**config.mk**
```make
export PLATFORM = sky130hd
export DESIGN_NAME = rce_ctrl
export DESIGN_NICKNAME = d
export VERILOG_FILES = /design/src/rtl/rce_pkg.sv /design/src/rtl/rce_ctrl.sv
export SDC_FILE = /design/constraint.sdc
export NUM_CORES = 1
export LEC_CHECK = 0
export BUFFER_PORTS_ARGS = -buffer_cell sky130_fd_sc_hd__buf_2
export CAP_MARGIN = 10
export CORE_MARGIN = 5
export CORE_UTILIZATION = 35
export DETAILED_ROUTE_END_ITERATION = 10
export PLACE_DENSITY = 0.53
export SLEW_MARGIN = 20
export SYNTH_ARGS = -nofsm -noshare
export SYNTH_HDL_FRONTEND = slang
export SYNTH_SLANG_ARGS = --single-unit
export TNS_END_PERCENT = 100
```
**constraint.sdc**
```tcl
create_clock -name clk -period 1.65 [get_ports clk]
set_input_delay 0.33 -clock clk [delete_from_list [all_inputs] [get_ports clk]]
set_output_delay 0.33 -clock clk [all_outputs]
set_load 0.03 [all_outputs]
```
**src/rtl/rce_pkg.sv**
```systemverilog
// Shared widths, codes and controller/datapath interface types for the rotor cipher engine.
package rce_pkg;

  localparam int SYM_W      = 9;
  localparam int IDX_W      = 8;
  localparam int SLOT_W     = 3;
  localparam int TYPE_W     = 3;
  localparam int ROT_W      = 4;
  localparam int CFG_IDX_W  = 1;
  localparam int CFG_DATA_W = 9;

  localparam int DEF_MAX_ALPHA  = 256;
  localparam int DEF_MAX_ROTORS = 8;

  localparam int RESET_ALPHA  = 26;
  localparam int RESET_ROTORS = 3;

  localparam int MOD_BPC   = 3;
  localparam int MOD_CYC   = (SYM_W + MOD_BPC - 1) / MOD_BPC;
  localparam int MOD_PAD_W = MOD_CYC * MOD_BPC;
  localparam int MOD_CNT_W = $clog2(MOD_CYC + 1);

  localparam logic [TYPE_W-1:0] REQ_WIRING  = 3'd0;
  localparam logic [TYPE_W-1:0] REQ_NOTCH   = 3'd1;
  localparam logic [TYPE_W-1:0] REQ_START   = 3'd2;
  localparam logic [TYPE_W-1:0] REQ_ENCRYPT = 3'd3;
  localparam logic [TYPE_W-1:0] REQ_REFL    = 3'd4;

  localparam logic [CFG_IDX_W-1:0] REG_ALPHABET_SIZE = 1'b0;
  localparam logic [CFG_IDX_W-1:0] REG_ROTORS_IN_USE = 1'b1;

  typedef enum logic [4:0] {
    OP_NONE,
    OP_LOAD,
    OP_CFG,
    OP_WRITE,
    OP_CLEAR,
    OP_MOD_VALUE,
    OP_MOD_OFFS,
    OP_NORM_WB,
    OP_SETPOS,
    OP_ENC_INIT,
    OP_RD_A,
    OP_RD_T,
    OP_NOTCH,
    OP_FWD_DONE,
    OP_REFL_RD,
    OP_MOD_REFL,
    OP_REFL_DONE,
    OP_INV_RD,
    OP_MOD_INV,
    OP_INV_DONE
  } op_t;

  typedef struct packed {
    op_t op;
  } cmd_t;

  typedef struct packed {
    logic clr_done;
    logic mod_done;
    logic j_last;
    logic j_first;
    logic j_end;
  } stat_t;

endpackage

```
**src/rtl/rce_ctrl.sv**
```systemverilog
// Controller state machine: sequences item handling, clearing pass and offset normalization.
module rce_ctrl (
  input  logic                          clk,
  input  logic                          rst_n,
  input  logic                          start,
  input  logic [rce_pkg::TYPE_W-1:0]    in_req_type,
  input  logic                          cfg_valid,
  input  logic [rce_pkg::CFG_IDX_W-1:0] cfg_index,
  input  rce_pkg::stat_t                stat,
  output rce_pkg::cmd_t                 cmd,
  output logic                          busy,
  output logic                          cfg_ready
);

  typedef enum logic [4:0] {
    S_CLEAR,
    S_IDLE,
    S_WRITE,
    S_POS_MOD,
    S_POS_WAIT,
    S_NORM_MOD,
    S_NORM_WAIT,
    S_ENC_MOD,
    S_ENC_WAIT,
    S_RD_A,
    S_RD_T,
    S_NOTCH,
    S_FWD_WAIT,
    S_REFL_RD,
    S_REFL_MOD,
    S_REFL_WAIT,
    S_INV_RD,
    S_INV_MOD,
    S_INV_WAIT
  } state_t;

  state_t state_r;
  state_t state_nxt;
  logic   busy_r;

  assign busy      = busy_r;
  assign cfg_ready = ~busy_r & ~start;

  always_comb begin
    state_nxt = state_r;
    cmd.op    = rce_pkg::OP_NONE;
    case (state_r)
      S_CLEAR: begin
        cmd.op = rce_pkg::OP_CLEAR;
        if (stat.clr_done) begin
          state_nxt = S_IDLE;
        end
      end
      S_IDLE: begin
        if (start) begin
          cmd.op = rce_pkg::OP_LOAD;
          if (in_req_type == rce_pkg::REQ_WIRING || in_req_type == rce_pkg::REQ_NOTCH ||
              in_req_type == rce_pkg::REQ_REFL) begin
            state_nxt = S_WRITE;
          end else if (in_req_type == rce_pkg::REQ_START) begin
            state_nxt = S_POS_MOD;
          end else if (in_req_type == rce_pkg::REQ_ENCRYPT) begin
            state_nxt = S_ENC_MOD;
          end
        end else if (cfg_valid) begin
          cmd.op = rce_pkg::OP_CFG;
          if (cfg_index == rce_pkg::REG_ALPHABET_SIZE) begin
            state_nxt = S_NORM_MOD;
          end
        end
      end
      S_WRITE: begin
        cmd.op    = rce_pkg::OP_WRITE;
        state_nxt = S_IDLE;
      end
      S_POS_MOD: begin
        cmd.op    = rce_pkg::OP_MOD_VALUE;
        state_nxt = S_POS_WAIT;
      end
      S_POS_WAIT: begin
        if (stat.mod_done) begin
          cmd.op    = rce_pkg::OP_SETPOS;
          state_nxt = S_IDLE;
        end
      end
      S_NORM_MOD: begin
        cmd.op    = rce_pkg::OP_MOD_OFFS;
        state_nxt = S_NORM_WAIT;
      end
      S_NORM_WAIT: begin
        if (stat.mod_done) begin
          cmd.op    = rce_pkg::OP_NORM_WB;
          state_nxt = stat.j_end ? S_IDLE : S_NORM_MOD;
        end
      end
      S_ENC_MOD: begin
        cmd.op    = rce_pkg::OP_MOD_VALUE;
        state_nxt = S_ENC_WAIT;
      end
      S_ENC_WAIT: begin
        if (stat.mod_done) begin
          cmd.op    = rce_pkg::OP_ENC_INIT;
          state_nxt = S_RD_A;
        end
      end
      S_RD_A: begin
        cmd.op    = rce_pkg::OP_RD_A;
        state_nxt = S_RD_T;
      end
      S_RD_T: begin
        cmd.op    = rce_pkg::OP_RD_T;
        state_nxt = S_NOTCH;
      end
      S_NOTCH: begin
        cmd.op    = rce_pkg::OP_NOTCH;
        state_nxt = S_FWD_WAIT;
      end
      S_FWD_WAIT: begin
        if (stat.mod_done) begin
          cmd.op    = rce_pkg::OP_FWD_DONE;
          state_nxt = stat.j_last ? S_REFL_RD : S_RD_A;
        end
      end
      S_REFL_RD: begin
        cmd.op    = rce_pkg::OP_REFL_RD;
        state_nxt = S_REFL_MOD;
      end
      S_REFL_MOD: begin
        cmd.op    = rce_pkg::OP_MOD_REFL;
        state_nxt = S_REFL_WAIT;
      end
      S_REFL_WAIT: begin
        if (stat.mod_done) begin
          cmd.op    = rce_pkg::OP_REFL_DONE;
          state_nxt = S_INV_RD;
        end
      end
      S_INV_RD: begin
        cmd.op    = rce_pkg::OP_INV_RD;
        state_nxt = S_INV_MOD;
      end
      S_INV_MOD: begin
        cmd.op    = rce_pkg::OP_MOD_INV;
        state_nxt = S_INV_WAIT;
      end
      S_INV_WAIT: begin
        if (stat.mod_done) begin
          cmd.op    = rce_pkg::OP_INV_DONE;
          state_nxt = stat.j_first ? S_IDLE : S_INV_RD;
        end
      end
      default: begin
        state_nxt = S_IDLE;
      end
    endcase
  end

  always_ff @(posedge clk) begin
    if (!rst_n) begin
      state_r <= S_CLEAR;
      busy_r  <= 1'b1;
    end else begin
      state_r <= state_nxt;
      busy_r  <= (state_nxt != S_IDLE);
    end
  end

endmodule

```
==> results.md <==
- Grt total ovfl: 0
- Largest net degree at the start of global routing: 14
- Die Area: 0.003197 sq mm
- Period minus WS final: approximately 1.8 ns
- CTS tree: yes
- LEAKAGE: between 0.4 and 0.5 nW
- Synth top area share: roughly 16%
- Cell Pwr Density: 594.9 mW/mm^2
- Core Rows: 16
- Clk pin slew, worst setup/hold paths: 0.04 ns
- Vias in the first global route: 933
- Die W: ~57 um
- Sequential area share after synthesis: about 16%
- Area grow syn2layout: 47.52%
- Mapped Area: around 760 sq um
- Endpoint type of the worst setup path: primary output
- Routed wire length: 2206 um
- Post-synthesis async set-or-reset flop share: 0%
- Slew Viols, Final: 0
- Vias: approximately 910
- First-pass GRT wire length: 4050 um
- Layout cells sized above 1: about 53%
- Commonest non-fill, non-tap cell in the layout: buf_4
- Die Ht: 56.55 um
- CP max FO: 6
- Iteration-0 DRC Markers: 17
- Clock sinks: 6
- Top-level I/O count: 20
- Core Util, Final: 55.32%
- Initial antenna violation count: 0
- Critical path arrival: 1.47 ns
- Final Hold Fails: 0
- Max-cap violation count: 0
- Status: complete, but fails checks
- CP max stage delay: approximately 0.36 ns
- Core box area: 0.002022 sq mm
- Sequential Area: 136.4 sq um
- Multi-input logic area: 625.6 sq um
- Wire per inst: 13.05 um
- Antenna Nets Post-Route: 0
- Power, Total: 0.0006654 W
- CTS Buffer Depth: 2
- Yosys reg bits: 6
- Initial core utilization: 37.50%
- Hold Path Class: input pin to register
- DRC: 0
- Overall routing resource usage: 15.74%
- Count of input and output buffers: 19
- RSZ-0062 raised after global routing: true
- Reg2Reg Depth: 7
- Clock Tree Root: clkbuf_4
- Worst Path Required: 1.32 ns
- Library cells used by synthesis: 44
- Post-Synthesis Cells: 107
- Max IR drop VDD: 0.5185 mV
- Fin worst setup slack: -0.1486 ns
- Relative slew slack: 77.64%
- Final period utilization: 109.0%
- WHS: about 0.37 ns
- Maximum operating frequency: 0.5560 GHz
- Mapped Nets: 120
- Top cells by area, synth: dfxtp_1, nor2_1, nand2_1
- Final-report setup violation count: 4
- Crit path cell chain: maj3_2 > nor3b_4 > a21oi_2 > o211ai_1 > buf_4
- Slowest cell on crit path: dfxtp_4
- Post-DP HPWL: 1709 um
- Post-synth top area cell: dfxtp_1
- Avg Inst Size Synth: approximately 7 sq um
- # hold bufs at CTS: 0
- Worst Hold End: state_r[4]
- Setup Skew: a little over 0.004 ns
- Drt first pass iters: 4
- Number of synthesized flops with an enable pin: 0
- RePlAce Congestion: about 0.8
- N_diodes: 0
- Reg2reg start: state_r[2]
- CTS H-tree lvls: 1
- Worst slew pin tran: between 0.3 and 0.4 ns
- FF-to-FF setup slack: 0.12 ns
- Most frequent cells in the layout: buf_4, buf_2, nand2_1
- Failing checks: setup timing
- Routed vias/inst: 5.367
- Cells on Worst Hold Path: 2
- Worst Hold Launch: rst_n
- Cts bufs inserted: 3
- CP Launch Type: register
- Worst-skew pair later-pin latency: about 0.24 ns
- Setup CP Type: register to primary output
- Top FF cell, synth: dfxtp_1
- Final #Nets: 157
- Synth Warn #: 0
- Reg-to-Reg End: state_r[1]
- Layout fillers: 195
area by class of cell:
cell class,instances,area share (%)
clock buffer,3,2.013
inverter,4,1.342
multi-input combinational,88,55.93
sequential,6,12.19
tap,27,3.020
timing repair buffer,41,25.50
worst max path at each step:
| stage | startpoint | end | slack (ns) | depth (start not counted) |
|---|---|---|---|---|
| after CTS | state_r[4] | cmd[0] | -0.15 | 5 |
| after detailed placement | stat[3] | cmd[0] | -0.03 | 7 |
| after global routing | state_r[4] | cmd[0] | -0.21 | 5 |
| final | state_r[4] | cmd[0] | -0.15 | 5 |
| after floorplan | state_r[1] | cmd[0] | 0.003 | 5 |
| after global placement | stat[3] | cmd[0] | -0.04 | 7 |
cells in the mapped netlist, types with 3 or more instances:
| cell type | instances |
|---|---|
| buf_2 | 3 |
| o32ai_1 | 3 |
| buf_4 | 4 |
| nand2b_1 | 4 |
| nor3_1 | 4 |
| a21oi_1 | 7 |
| inv_2 | 3 |
| nor2b_1 | 4 |
| o21ai_0 | 5 |
| nand4_1 | 3 |
| nor2_1 | 12 |
| dfxtp_1 | 6 |
| nand2_1 | 11 |
cells by family (layout without fill, tap and decap cells):
logic type | after synthesis | after routing | share of synthesized area, %
AND/OR/NAND/NOR | 51 | 51 | 36.96
flip-flops | 6 | 6 | 15.84
adder cells (fa/ha/maj) | 1 | 1 | 1.485
AO/OA/AOI/OAI | 34 | 34 | 33.50
buffers and inverters | 13 | 48 | 9.899
XOR/XNOR | 2 | 2 | 2.311
critical path: cells and delay by family, from the launching register on:
| family | cells | cell delay, ns |
|---|---|---|
| flip-flops | 1 | 0.36 |
| adder cells (fa/ha/maj) | 1 | 0.33 |
| AND/OR/NAND/NOR | 1 | 0.20 |
| buffers and inverters | 1 | 0.19 |
| AO/OA/AOI/OAI | 2 | 0.15 |
flip-flops by register name, indices dropped and copies added (netlist names):
| register | cells |
|---|---|
| state_r | 5 |
| busy | 1 |
stage by stage:
| stage | instances | setup TNS (ns) | instance area, sq um | setup WS (ns) |
|---|---|---|---|---|
| 2_1_floorplan | 107 | 0 | 784.5 | 0.003244 |
| 3_3_place_gp | 165 | -0.06030 | 997.2 | -0.03739 |
| 3_5_place_dp | 165 | -0.03069 | 997.2 | -0.02976 |
| 4_1_cts | 169 | -0.4501 | 1089 | -0.1546 |
| 5_1_grt | 169 | -0.7836 | 1119 | -0.2075 |
| 6_report | 169 | -0.3883 | 1119 | -0.1486 |
power breakdown:
group          internal (W)  switching (W)
logic              0.000165       0.000196
registers          0.000158      0.0000150
clock network     0.0000820      0.0000495
per-layer routing:
layer  share of wire (%)  vias up  GRT usage [%]
met5                   0        -              0
met4                 2.0        0          9.831
met3                 4.5        4          2.294
met2                  51       16          25.91
met1                  43      420          18.91
li1                    -      467              -
timing repair:
item	in CTS	in global routing
endpoints found under the setup margin	5	6
setup buffers	1	0
pin swaps	5	5
gates resized for setup	22	8
endpoints found under the hold margin	0	0
cloned	0	0
Power figures use the tool's default switching activity.
